<file path="src/design/til_pkg.sv">
// Shared types, codes and constants for the table interpolated linearizer.
package til_pkg;

    localparam int DEFAULT_TABLE_DEPTH = 256;
    localparam int VAL_W               = 24;
    localparam int FRAC_W              = 8;
    localparam int COUNT_W             = 9;

    localparam logic REQ_WRITE   = 1'b0;
    localparam logic REQ_CONVERT = 1'b1;

    localparam logic [1:0] STATUS_OK    = 2'd0;
    localparam logic [1:0] STATUS_UNDER = 2'd1;
    localparam logic [1:0] STATUS_OVER  = 2'd2;

    typedef struct packed {
        logic              req_type;
        logic [7:0]        entry_index;
        logic [VAL_W-1:0]  entry_value;
        logic [VAL_W-1:0]  sample;
    } in_t;

    typedef struct packed {
        logic [1:0]  status;
        logic [15:0] position;
    } out_t;

    typedef enum logic [2:0] {
        ST_IDLE,
        ST_WRITE,
        ST_SCAN,
        ST_EVAL,
        ST_DIV
    } state_t;

endpackage

</file>
<file path="src/design/til_cell.sv">
// One breakpoint cell of the rotating table ring.
module til_cell
    import til_pkg::*;
#(
    parameter int W = VAL_W
) (
    input  logic         clk,
    input  logic [W-1:0] din,
    input  logic         wr_en,
    input  logic [W-1:0] wr_data,
    output logic [W-1:0] q
);

    logic [W-1:0] q_reg;
    logic [W-1:0] q_next;

    // The cell takes its neighbor's entry every cycle unless a new entry is loaded.
    assign q_next = wr_en ? wr_data : din;

    always_ff @(posedge clk)
    begin
        q_reg <= q_next;
    end

    assign q = q_reg;

endmodule

</file>
<file path="src/design/til_div.sv">
// Restoring divider that yields a short quotient, one bit per cycle.
module til_div
    import til_pkg::*;
#(
    parameter int W  = VAL_W,
    parameter int QW = FRAC_W
) (
    input  logic          clk,
    input  logic          rst_n,
    input  logic          start,
    input  logic [W-1:0]  num,
    input  logic [W-1:0]  den,
    output logic          done,
    output logic [QW-1:0] quot
);

    localparam int CW = (QW > 1) ? $clog2(QW) : 1;

    logic          active_reg;
    logic          done_reg;
    logic [CW-1:0] cnt_reg;
    logic [W-1:0]  rem_reg;
    logic [W-1:0]  rem_next;
    logic [W-1:0]  den_reg;
    logic [QW-1:0] quot_reg;
    logic [W:0]    shifted;
    logic [W:0]    diff;
    logic          ge;

    // The remainder always stays below the divisor, so one shift and one subtract per bit.
    assign shifted  = {rem_reg, 1'b0};
    assign diff     = shifted - {1'b0, den_reg};
    assign ge       = (shifted >= {1'b0, den_reg});
    assign rem_next = ge ? diff[W-1:0] : shifted[W-1:0];

    always_ff @(posedge clk or negedge rst_n)
    begin
        if (!rst_n)
        begin
            active_reg <= 1'b0;
            done_reg   <= 1'b0;
            cnt_reg    <= '0;
        end
        else
        begin
            if (start)
            begin
                active_reg <= 1'b1;
                cnt_reg    <= '0;
                done_reg   <= 1'b0;
            end
            else if (active_reg)
            begin
                cnt_reg  <= cnt_reg + 1'b1;
                done_reg <= (cnt_reg == CW'(QW - 1));
                if (cnt_reg == CW'(QW - 1))
                begin
                    active_reg <= 1'b0;
                end
            end
            else
            begin
                done_reg <= 1'b0;
            end
        end
    end

    always_ff @(posedge clk)
    begin
        if (start)
        begin
            rem_reg  <= num;
            den_reg  <= den;
            quot_reg <= '0;
        end
        else if (active_reg)
        begin
            rem_reg  <= rem_next;
            quot_reg <= {quot_reg[QW-2:0], ge};
        end
    end

    assign done = done_reg;
    assign quot = quot_reg;

endmodule

</file>
<file path="src/design/table_interpolated_linearizer.sv">
// Top level of the table interpolated linearizer: rotating breakpoint ring and search control.
//
//  Channel   Signals                        Handshake
//  --------  -----------------------------  -------------------------------------------
//  request   start, busy, request (in_t)    taken when start is high and busy is low
//  result    done, result (out_t)           valid for the single cycle that done is high
//  config    cfg_valid, cfg_ready, cfg_data written when cfg_valid and cfg_ready are high
//
// The breakpoint table lives in a ring of TABLE_DEPTH cells that rotates by one cell every
// cycle, so the entry index held in the first cell advances once per clock.
// A write request waits until its entry comes around.
// A convert request scans the whole ring once, then takes a decision step and, when the
// sample lies strictly between two breakpoints, runs the bit-serial divider.
// Reset clears the control state and sets entries_used to 256; the table itself is undefined
// until written. The receiver cannot stall: done flags each result for one cycle only.
module table_interpolated_linearizer
    import til_pkg::*;
#(
    parameter int TABLE_DEPTH = DEFAULT_TABLE_DEPTH
) (
    input  logic               clk,
    input  logic               rst_n,
    input  logic               start,
    output logic               busy,
    input  in_t                request,
    output logic               done,
    output out_t               result,
    input  logic               cfg_valid,
    output logic               cfg_ready,
    input  logic [COUNT_W-1:0] cfg_data
);

    localparam int IW = (TABLE_DEPTH > 1) ? $clog2(TABLE_DEPTH) : 1;
    localparam logic [COUNT_W-1:0] DEPTH_N = COUNT_W'(TABLE_DEPTH);
    localparam logic [COUNT_W-1:0] MIN_N   = COUNT_W'(2);

    state_t state_reg;
    state_t state_next;

    in_t                req_reg;
    logic [COUNT_W-1:0] entries_used_reg;
    logic [COUNT_W-1:0] n_eff;
    logic [COUNT_W-1:0] n_eff_m1;
    logic [IW-1:0]      last_idx;

    logic [IW-1:0]      rot_reg;
    logic [IW-1:0]      rot_next;
    logic [IW-1:0]      scan_cnt_reg;
    logic               scan_last;

    logic [VAL_W-1:0]   cell_q [TABLE_DEPTH];
    logic [VAL_W-1:0]   cur_val;
    logic [VAL_W-1:0]   prev_val;

    logic               found_reg;
    logic               under_reg;
    logic               over_reg;
    logic [IW-1:0]      best_reg;
    logic [IW-1:0]      best_m1;
    logic [VAL_W-1:0]   lo_reg;
    logic [VAL_W-1:0]   hi_reg;
    logic               cand;

    logic               accept;
    logic               wr_in_range;
    logic               wr_hit;
    logic               wr_load;
    logic               finish;
    logic               div_start;
    logic               div_done;
    logic [FRAC_W-1:0]  div_quot;

    out_t               result_reg;
    out_t               result_next;
    logic               done_reg;

    assign busy      = (state_reg != ST_IDLE);
    assign accept    = start && !busy;
    assign cfg_ready = !busy;

    // The entry count in use is held between two and the table depth.
    always_comb
    begin
        n_eff = entries_used_reg;
        if (entries_used_reg < MIN_N)
        begin
            n_eff = MIN_N;
        end
        else if (entries_used_reg > DEPTH_N)
        begin
            n_eff = DEPTH_N;
        end
    end

    assign n_eff_m1 = n_eff - 1'b1;
    assign last_idx = n_eff_m1[IW-1:0];

    always_ff @(posedge clk or negedge rst_n)
    begin
        if (!rst_n)
        begin
            entries_used_reg <= COUNT_W'(256);
        end
        else if (cfg_valid && cfg_ready)
        begin
            entries_used_reg <= cfg_data;
        end
    end

    // Ring of breakpoint cells. The first cell holds the entry whose index is rot_reg; the
    // last cell holds the entry that moves into the first cell at the next edge.
    assign rot_next = (rot_reg == IW'(TABLE_DEPTH - 1)) ? '0 : rot_reg + 1'b1;

    generate
        for (genvar k = 0; k < TABLE_DEPTH; k++)
        begin : g_ring
            if (k == 0)
            begin : g_head
                til_cell #(.W(VAL_W)) u_cell (
                    .clk     (clk),
                    .din     (cell_q[TABLE_DEPTH-1]),
                    .wr_en   (wr_load),
                    .wr_data (req_reg.entry_value),
                    .q       (cell_q[0])
                );
            end
            else
            begin : g_body
                til_cell #(.W(VAL_W)) u_cell (
                    .clk     (clk),
                    .din     (cell_q[k-1]),
                    .wr_en   (1'b0),
                    .wr_data (req_reg.entry_value),
                    .q       (cell_q[k])
                );
            end
        end
    endgenerate

    // The first cell carries entry rot_reg and the second carries its predecessor.
    assign cur_val  = cell_q[0];
    assign prev_val = cell_q[1];

    always_ff @(posedge clk or negedge rst_n)
    begin
        if (!rst_n)
        begin
            rot_reg <= '0;
        end
        else
        begin
            rot_reg <= rot_next;
        end
    end

    // A write lands when its entry is about to enter the first cell.
    assign wr_in_range = ({1'b0, req_reg.entry_index} < DEPTH_N);
    assign wr_hit      = wr_in_range && (8'(rot_next) == req_reg.entry_index);

    // During the scan every entry passes the first cell once. The lowest in-use index whose
    // breakpoint is not below the sample wins, together with the entry just before it.
    assign scan_last = (scan_cnt_reg == IW'(TABLE_DEPTH - 1));
    assign cand      = (rot_reg <= last_idx) && (req_reg.sample <= cur_val) &&
                       (!found_reg || (rot_reg < best_reg));

    always_ff @(posedge clk or negedge rst_n)
    begin
        if (!rst_n)
        begin
            state_reg    <= ST_IDLE;
            scan_cnt_reg <= '0;
            found_reg    <= 1'b0;
            under_reg    <= 1'b0;
            over_reg     <= 1'b0;
            done_reg     <= 1'b0;
        end
        else
        begin
            state_reg <= state_next;
            done_reg  <= finish;
            if (accept)
            begin
                scan_cnt_reg <= '0;
                found_reg    <= 1'b0;
                under_reg    <= 1'b0;
                over_reg     <= 1'b0;
            end
            else if (state_reg == ST_SCAN)
            begin
                scan_cnt_reg <= scan_cnt_reg + 1'b1;
                if (cand)
                begin
                    found_reg <= 1'b1;
                end
                if ((rot_reg == '0) && (req_reg.sample < cur_val))
                begin
                    under_reg <= 1'b1;
                end
                if ((rot_reg == last_idx) && (req_reg.sample > cur_val))
                begin
                    over_reg <= 1'b1;
                end
            end
        end
    end

    always_ff @(posedge clk)
    begin
        if (accept)
        begin
            req_reg <= request;
        end
        if ((state_reg == ST_SCAN) && cand)
        begin
            best_reg <= rot_reg;
            hi_reg   <= cur_val;
            lo_reg   <= prev_val;
        end
        if (finish)
        begin
            result_reg <= result_next;
        end
    end

    assign best_m1 = best_reg - 1'b1;

    // Fraction between the two bracketing breakpoints.
    til_div #(.W(VAL_W), .QW(FRAC_W)) u_div (
        .clk   (clk),
        .rst_n (rst_n),
        .start (div_start),
        .num   (req_reg.sample - lo_reg),
        .den   (hi_reg - lo_reg),
        .done  (div_done),
        .quot  (div_quot)
    );

    // Next-state logic.
    always_comb
    begin
        state_next = state_reg;
        case (state_reg)
            ST_IDLE:
            begin
                if (accept)
                begin
                    state_next = (request.req_type == REQ_WRITE) ? ST_WRITE : ST_SCAN;
                end
            end
            ST_WRITE:
            begin
                if (finish)
                begin
                    state_next = ST_IDLE;
                end
            end
            ST_SCAN:
            begin
                if (scan_last)
                begin
                    state_next = ST_EVAL;
                end
            end
            ST_EVAL:
            begin
                state_next = finish ? ST_IDLE : ST_DIV;
            end
            ST_DIV:
            begin
                if (finish)
                begin
                    state_next = ST_IDLE;
                end
            end
            default:
            begin
                state_next = ST_IDLE;
            end
        endcase
    end

    // Output and control logic.
    always_comb
    begin
        wr_load              = 1'b0;
        finish               = 1'b0;
        div_start            = 1'b0;
        result_next.status   = STATUS_OK;
        result_next.position = '0;
        case (state_reg)
            ST_WRITE:
            begin
                wr_load = wr_hit;
                finish  = wr_hit || !wr_in_range;
            end
            ST_EVAL:
            begin
                if (under_reg)
                begin
                    finish             = 1'b1;
                    result_next.status = STATUS_UNDER;
                end
                else if (over_reg)
                begin
                    finish             = 1'b1;
                    result_next.status = STATUS_OVER;
                end
                else if ((req_reg.sample == hi_reg) || (best_reg == '0))
                begin
                    finish               = 1'b1;
                    result_next.position = {8'(best_reg), 8'd0};
                end
                else if ((hi_reg <= lo_reg) || (req_reg.sample <= lo_reg))
                begin
                    finish               = 1'b1;
                    result_next.position = {8'(best_m1), 8'd0};
                end
                else
                begin
                    div_start = 1'b1;
                end
            end
            ST_DIV:
            begin
                if (div_done)
                begin
                    finish               = 1'b1;
                    result_next.position = {8'(best_m1), div_quot};
                end
            end
            default:
            begin
            end
        endcase
    end

    assign done   = done_reg;
    assign result = result_reg;

    // A result only follows a cycle in which a request was still being worked on.
    a_done_after_work: assert property (@(posedge clk) disable iff (!rst_n)
        done |-> $past(state_reg != ST_IDLE))
        else $error("result strobe without a request in progress");

    // Out-of-range conversions never report a position.
    a_flag_no_position: assert property (@(posedge clk) disable iff (!rst_n)
        (done && (result.status != STATUS_OK)) |-> (result.position == '0))
        else $error("flagged result carries a position");

    // The divider is only entered from the decision step.
    a_div_entry: assert property (@(posedge clk) disable iff (!rst_n)
        ((state_reg == ST_DIV) && ($past(state_reg) != ST_DIV)) |->
        ($past(state_reg) == ST_EVAL))
        else $error("divider entered outside the decision step");

    // A convert request always sweeps the full ring before deciding.
    a_scan_full: assert property (@(posedge clk) disable iff (!rst_n)
        ((state_reg == ST_EVAL) && ($past(state_reg) == ST_SCAN)) |->
        ($past(scan_cnt_reg) == IW'(TABLE_DEPTH - 1)))
        else $error("scan left the ring before a full turn");

endmodule

</file>
<file path="config.mk">
export PLATFORM = sky130hd
export DESIGN_NAME = table_interpolated_linearizer
export DESIGN_NICKNAME = d
export VERILOG_FILES = /design/src/design/til_pkg.sv /design/src/design/til_cell.sv /design/src/design/til_div.sv /design/src/design/table_interpolated_linearizer.sv
export SDC_FILE = /design/constraint.sdc
export NUM_CORES = 2
export LEC_CHECK = 0
export BUFFER_PORTS_ARGS = -buffer_cell sky130_fd_sc_hd__buf_4
export CAP_MARGIN = 40
export CORE_MARGIN = 4
export CORE_UTILIZATION = 59
export DETAILED_ROUTE_END_ITERATION = 8
export PLACE_DENSITY = 0.75
export SYNTH_ARGS = -nofsm -noshare
export SYNTH_HDL_FRONTEND = slang
export SYNTH_SLANG_ARGS = --single-unit
</file>
<file path="constraint.sdc">
create_clock -name clk -period 5.9 [get_ports clk]
set_input_delay 0.59 -clock clk [delete_from_list [all_inputs] [get_ports clk]]
set_output_delay 0.59 -clock clk [all_outputs]
set_load 0.005 [all_outputs]
</file>
# [Yosys cells after proc, flatten, opt, wreduce, memory -nomap -nowiden]
# Cells that the tools add are included.
[totals] register_bits=6367 latchBits=0 mem_bits_rw=0 rom_bits=0 in_bits=70 out_inout_bits=21 wordCells=389 n_memories=0
[op_classes] addsub=8 multipliers=0 div=0 order_cmp=10 eq_ne=13 shift=0 muxes=51 n_bitwise=1 n_reduce_logical=27
[op_table] operator="two-way mux 24 bit" n=4
[op_table] operator="two-way mux 16 bit" n=5
[op_table] operator="<= comparator 24 bit" n=3
[op_table] operator="subtractor 24 bit" n=3
[op_table] operator="two-way mux 8 bit" n=5
[op_table] operator="one-hot mux 16 bit (2 select lines)" n=1
[op_table] operator="two-way mux 1 bit" n=26
[op_table] operator="greater-or-equal comparator 25 x 24 -> 1 bit" n=1
[op_table] operator="equality test 24 bit" n=1
[op_table] operator="> comparator 24 bit" n=1
[op_table] operator="less-than comparator 24 bit" n=1
[op_table] operator="two-way mux 3 bit" n=6
[op_table] operator="adder 8 x 1 -> 8 bit (second input constant)" n=2
[op_table] operator="equality test 8 bit" n=2
[op_table] operator="equality test 8 bit (second input constant)" n=2
[op_table] operator="zero test 8 bit" n=2
[op_table] operator="subtractor 8 x 1 -> 8 bit (second input constant)" n=2
[op_table] operator="one-hot mux 3 bit (4 select lines)" n=1
[op_table] operator="nonzero test 2 bit" n=5
[op_table] operator="> comparator 9 bit (second input constant)" n=1
[op_table] operator="less-than comparator 9 x 2 -> 1 bit (second input constant)" n=1
[op_table] operator="<= comparator 8 bit" n=1
[op_table] operator="less-than comparator 8 bit" n=1
[op_table] operator="logical AND 1 bit" n=7
[op_table] operator="other kinds (16)" n=26

# [Logic depth before layout (Yosys ltp)]
[depth] word_depth=10 depth_mapped=15

# [Modules after synthesis]
# A second synthesis with hierarchy kept.
[hier_totals] hier_cells=14366 hier_area_um2=238276.0
[modules_own_cells] mod="til_cell" instances=256 cells_each=51 area_each_um2=877.1 seq_area_each_um2=480.5
[modules_own_cells] mod="table_interpolated_linearizer" instances=1 cells_each=900 area_each_um2=9745.6 seq_area_each_um2=4705.8
[modules_own_cells] mod="til_div" instances=1 cells_each=410 area_each_um2=3995.1 seq_area_each_um2=1726.7

# [Least setup slack after synthesis]
# OpenSTA, ideal clock, no wires.
[synth_timing] path_kind="reg2reg" from="register entries_used_reg[2]" to="register best_reg[0], enable pin" arrival_ns=4.141 required_ns=5.482 slack_ns=1.341 path_stages_with_launch=16 synth_period_minus_slack_ns=4.559 path_cell_list="dfrtp_1 -> nor2_1 -> nand2_1 -> nor4_1 -> or3b_2 -> ha_1 -> o21ai_0 -> nor3_1 -> a21oi_1 -> a21oi_1 -> ha_1 -> a21o_1 -> a21oi_1 -> o21ai_0 -> a211oi_1 -> o21a_1"
[synth_between] elab_chain_len=8 word_cells_on_any_way=9 cone_classes="1 x add/sub; 3 x order compare; 2 x mux; 3 x reduce/logical"
[synth_rtl] element="start: declaration" line_no="table_interpolated_linearizer.sv:41" text="logic [COUNT_W-1:0] entries_used_reg;"
[synth_rtl] element="start signal: assignment" line_no="table_interpolated_linearizer.sv:106" text="entries_used_reg <= cfg_data;"
[synth_rtl] element="> comparator 9 bit" line_no="table_interpolated_linearizer.sv:89" text="else if (entries_used_reg > DEPTH_N)"
[synth_rtl] element="two-way mux 8 bit" line_no="table_interpolated_linearizer.sv:89"
[synth_rtl] element="two-way mux 8 bit (*)" line_no="table_interpolated_linearizer.sv:85" text="if (entries_used_reg < MIN_N)"
[synth_rtl] element="subtractor 8 x 1 -> 8 bit (*)" line_no="table_interpolated_linearizer.sv:95" text="assign n_eff_m1 = n_eff - 1'b1;"
[synth_rtl] element="<= comparator 8 bit (*)" line_no="table_interpolated_linearizer.sv:163" text="assign cand = (rot_reg <= last_idx) && (req_reg.sample <= cur_val) &&"
[synth_rtl] element="logical AND 1 bit (*) (2 in series)" line_no="table_interpolated_linearizer.sv:163"
[synth_rtl] element="logical AND 1 bit (*)" line_no="table_interpolated_linearizer.sv:213" text="if ((state_reg == ST_SCAN) && cand)"
[synth_rtl] element="end signal: assignment" line_no="table_interpolated_linearizer.sv:215" text="best_reg <= rot_reg;"
[synth_rtl] element="end: declaration" line_no="table_interpolated_linearizer.sv:58" text="logic [IW-1:0] best_reg;"
# Mark *: on every way between the ends. The rest lies on a longest branch, timed or not.
# A chain may end at the register's enable or synchronous reset.

# [Worst setup path after layout]
[layout_timing] from="register req_reg[13] (netlist name)" to="register u_div.rem_reg[16] (data pin)"
[layout_between] elab_chain_len=8 word_cells_on_any_way=11 cone_classes="1 x add/sub; 1 x order compare; 1 x eq/ne; 6 x mux; 2 x reduce/logical"
[layout_rtl] element="start: declaration" line_no="table_interpolated_linearizer.sv:40" text="in_t req_reg;"
[layout_rtl] element="start signal: assignment" line_no="table_interpolated_linearizer.sv:211" text="req_reg <= request;"
[layout_rtl] element="<= comparator 24 bit" line_no="table_interpolated_linearizer.sv:313" text="else if ((hi_reg <= lo_reg) || (req_reg.sample <= lo_reg))"
[layout_rtl] element="logical OR 1 bit" line_no="table_interpolated_linearizer.sv:313"
[layout_rtl] element="two-way mux 1 bit" line_no="table_interpolated_linearizer.sv:313"
[layout_rtl] element="two-way mux 1 bit" line_no="table_interpolated_linearizer.sv:308" text="else if ((req_reg.sample == hi_reg) || (best_reg == '0))"
[layout_rtl] element="two-way mux 1 bit" line_no="table_interpolated_linearizer.sv:303" text="else if (over_reg)"
[layout_rtl] element="two-way mux 1 bit" line_no="table_interpolated_linearizer.sv:298" text="if (under_reg)"
[layout_rtl] element="two-way mux 1 bit" line_no="table_interpolated_linearizer.sv:290" text="case (state_reg)"
[layout_rtl] element="two-way mux 24 bit (*)" line_no="til_div.sv:70" text="if (start)"
[layout_rtl] element="end signal: assignment" line_no="til_div.sv:72" text="rem_reg <= num;"
[layout_rtl] element="end signal: assignment" line_no="til_div.sv:78" text="rem_reg <= rem_next;"
[layout_rtl] element="end: declaration" line_no="til_div.sv:22" text="logic [W-1:0] rem_reg;"
# Marks and branches as above.

==> results.json <==
{
  "outcome": "finished, final reports clean",
  "antenna_found_initial": 30,
  "synth_simple_gate_area_share_pct": 1.264,
  "numCtsBuffers": 559,
  "critPathLaunchType": "flop",
  "port_buffers": 90,
  "drt-initial-drc-count": 2348,
  "globalplace.congestion": 0.8121,
  "synth_edf_count": 178,
  "synth_nets": 7597,
  "ys.flop_type": "dfxtp_1",
  "rrSetupSlack_ns": 1.27,
  "largest_register_ffs": 6120,
  "area_growth_pct": 17.31,
  "slew_viol_final": 0,
  "yosysSeqAreaShare_pct": 94.70,
  "io_pins": 91,
  "synth_compound_area_share_pct": 1.459,
  "reg2reg_to": "u_div.rem_reg[16]$_DFFE_PP_",
  "setup_viol": 0,
  "max_slew_margin_pct": 41.72,
  "drt-wirelength-per-cell_um": 18.91,
  "synth.distinct_cells": 82,
  "antenna_left": 0,
  "netlist_area_um2": 136700,
  "clkSinkCount": 6367,
  "hold_path.class": "in2async",
  "synth_adder_area_share_pct": 1.133,
  "synth_area_leader_cell": "dfxtp_1",
  "worstPathMaxFanout": 46,
  "fill_cells": 13330,
  "core_area_um2": 230300,
  "cts_resized": 0,
  "clk_latency_ns": 0.94,
  "total_power_mw": 83.77,
  "ir_worst_vdd_uv": 396.1,
  "dp_hpwl_mm": 92.23,
  "leakage_nw": 64.83,
  "layout-drive-gt1-share_pct": 11.99,
  "grt_max_degree": 57,
  "maxCapViolCount": 0,
  "synth_area_leaders": "dfxtp_1 (90%), edfxtp_1 (3.9%), ha_1 (1.1%)",
  "ys_ff_latch": 6367,
  "clk_pin_slew_worst_paths_ns": 0.06,
  "cts.htree.levels": 6,
  "min_period_ns": 4.633,
  "die-area_um2": 239400,
  "hold_violations": 0,
  "grt_overflow_total": 0,
  "grt_pass1_wl_mm": 346.6,
  "fin_crit_sh_pct": 78.53,
  "avgSynthCellArea_um2": 18.46,
  "synth_xor_xnor_area_share_pct": 0.6207,
  "clockBufferDepth": 4,
  "reg2reg_depth": 10,
  "arrival_ns": 5.24,
  "muxShareOfSynthArea_pct": 0.4202,
  "vias": 50930,
  "grt_pass1_vias": 57600,
  "initial_core_util_pct": 59.34,
  "synth_most_common_cell": "dfxtp_1",
  "viasPerCell": 4.406,
  "die_w_um": 489.3,
  "syn_inst": 7405,
  "synth.top_cell.area_share_pct": 90.11,
  "worstMarginPinSlew_ns": 0.8729,
  "synth_top_family_by_area": "compound AO/OA/AOI/OAI gates",
  "synth_async_sr_flop_share_pct": 0.5811,
  "synth_warnings": 0,
  "dr.pass1.iters": 5,
  "grtUsageTotal_pct": 18.82,
  "die_y_um": 489.3,
  "cts_root_buf": "clkbuf_16",
  "cp.required_ns": 6.51,
  "finClkSkew_ns": 0.07432,
  "worstSetupEndpointType": "flop",
  "nets": 8296,
  "critPathKind": "reg2reg",
  "fmax_mhz": 215.8,
  "reg2reg_from": "req_reg[13]$_DFFE_PP_",
  "synth_commonest_cells": "dfxtp_1 (6152), edfxtp_1 (178), ha_1 (119)",
  "p_per_area_nw_per_um2": 522.5,
  "cts_tree": "yes",
  "rows": 176,
  "wl_mm": 218.6,
  "setup_tns_ns": 0,
  "rsz0062_at_grt": "false",
  "drc": 0
}
==> worst max-delay path, cell delays in order, from the launching register on <==
cell and delay (ns):
edfxtp_1 0.46, ha_1 0.42, nand3_1 0.17, nor4_1 0.60, inv_1 0.07, o21ai_0 0.30, a211o_1 0.25, nand4_2 0.65
inv_2 0.95, buf_4 0.37, o31ai_1 0.11
==> cell families (layout without fill, tap and decap cells) <==
family          count (synthesis)  count (layout)
mux                            53              53
buf+inv                       133            1252
compound gates                301             301
fa+ha+maj                     122             122
xor+xnor                       96              96
flops                        6367            6367
other cells                     0               8
simple gates                  333             333
==> layer usage <==
layer  global-route usage (%)  up-vias  part of all wire [%]
li1                         -    25050                     -
met1                    24.91    24650                    45
met2                    31.84      827                    50
met3                    3.499      406                   3.5
met4                    5.572        0                   2.4
met5                        0        -                     0
==> report_power, final <==
part | internal, mW | total [mW] | switching, mW | leakage, nW
registers | 43.6 | 43.9 | 0.251 | 51.6
clock network | 21.1 | 36.9 | 15.8 | 9.18
logic | 1.21 | 3.01 | 1.80 | 4.00
total | 66.0 | 83.8 | 17.8 | 64.8
==> cell usage in the layout (no fill, tap or decap), drive strengths merged, types with 12 or more instances in the layout <==
cell	instances
dfxtp	6152
mux2	35
o21a	17
xnor2	73
edfxtp	178
a21oi	92
clkinv	113
dfrtp	36
nand2b	15
bufinv	39
nor2b	21
nand4	23
dlygate4sd3	68
clkinvlp	13
nand3	28
inv	132
nor3	33
buf	99
ha	119
nor2	88
a31oi	12
o21ai	57
a211oi	25
xor2	23
clkbuf	788
and2	17
nand2	54
a21o	33
mux2i	18
==> area by class of cell <==
cell class                 instances  area [um2]  share of cell area, %
clock buffer                     788       16280                  10.15
sequential                      6367      129400                  80.72
multi-input combinational        905        6698                  4.177
antenna                            8       20.02                0.01249
tap                             3026        3786                  2.361
inverter                         104       390.4                 0.2435
timing repair buffer             167        1444                 0.9005
clock inverter                   193        2296                  1.432
==> through the flow <==
stage               setup slack (ns)  util [%]  hold WS, ns  cell area (um2)  instances
global placement               1.285     61.24       0.3096           141100      10500
detailed placement             1.096     61.24       0.3121           141100      10500
floorplan                      1.341         -       0.2944           136700       7405
global route                  0.7231     69.61       0.2044           160300      11550
CTS                            1.083     69.60       0.1506           160300      11550
finish                         1.267     69.61       0.2216           160300      11560
==> how the worst max path moves through the flow <==
| stage | startpoint | endpoint | slack, ns | cells past startpoint |
|---|---|---|---|---|
| 3_5_place_dp | req_reg[14]$_DFFE_PP_ | u_div.rem_reg[16]$_DFFE_PP_ | 1.10 | 10 |
| 2_1_floorplan | entries_used_reg[2]$_DFFE_PN0P_ | best_reg[0]$_DFFE_PP_ | 1.34 | 15 |
| 3_3_place_gp | req_reg[13]$_DFFE_PP_ | u_div.rem_reg[16]$_DFFE_PP_ | 1.28 | 10 |
| 4_1_cts | req_reg[13]$_DFFE_PP_ | u_div.rem_reg[16]$_DFFE_PP_ | 1.08 | 10 |
| 6_report | req_reg[13]$_DFFE_PP_ | u_div.rem_reg[16]$_DFFE_PP_ | 1.27 | 10 |
| 5_1_grt | req_reg[13]$_DFFE_PP_ | u_div.rem_reg[16]$_DFFE_PP_ | 0.72 | 10 |
==> repair_timing <==
| item | in CTS | in global routing |
|---|---|---|
| hold buffers | 68 | 0 |
| buffers inserted | 0 | 0 |
| hold endpoints to repair | 105 | 0 |
| endpoints found under the setup margin | 0 | 0 |
Note: power is estimated with default switching activity, not from simulation.
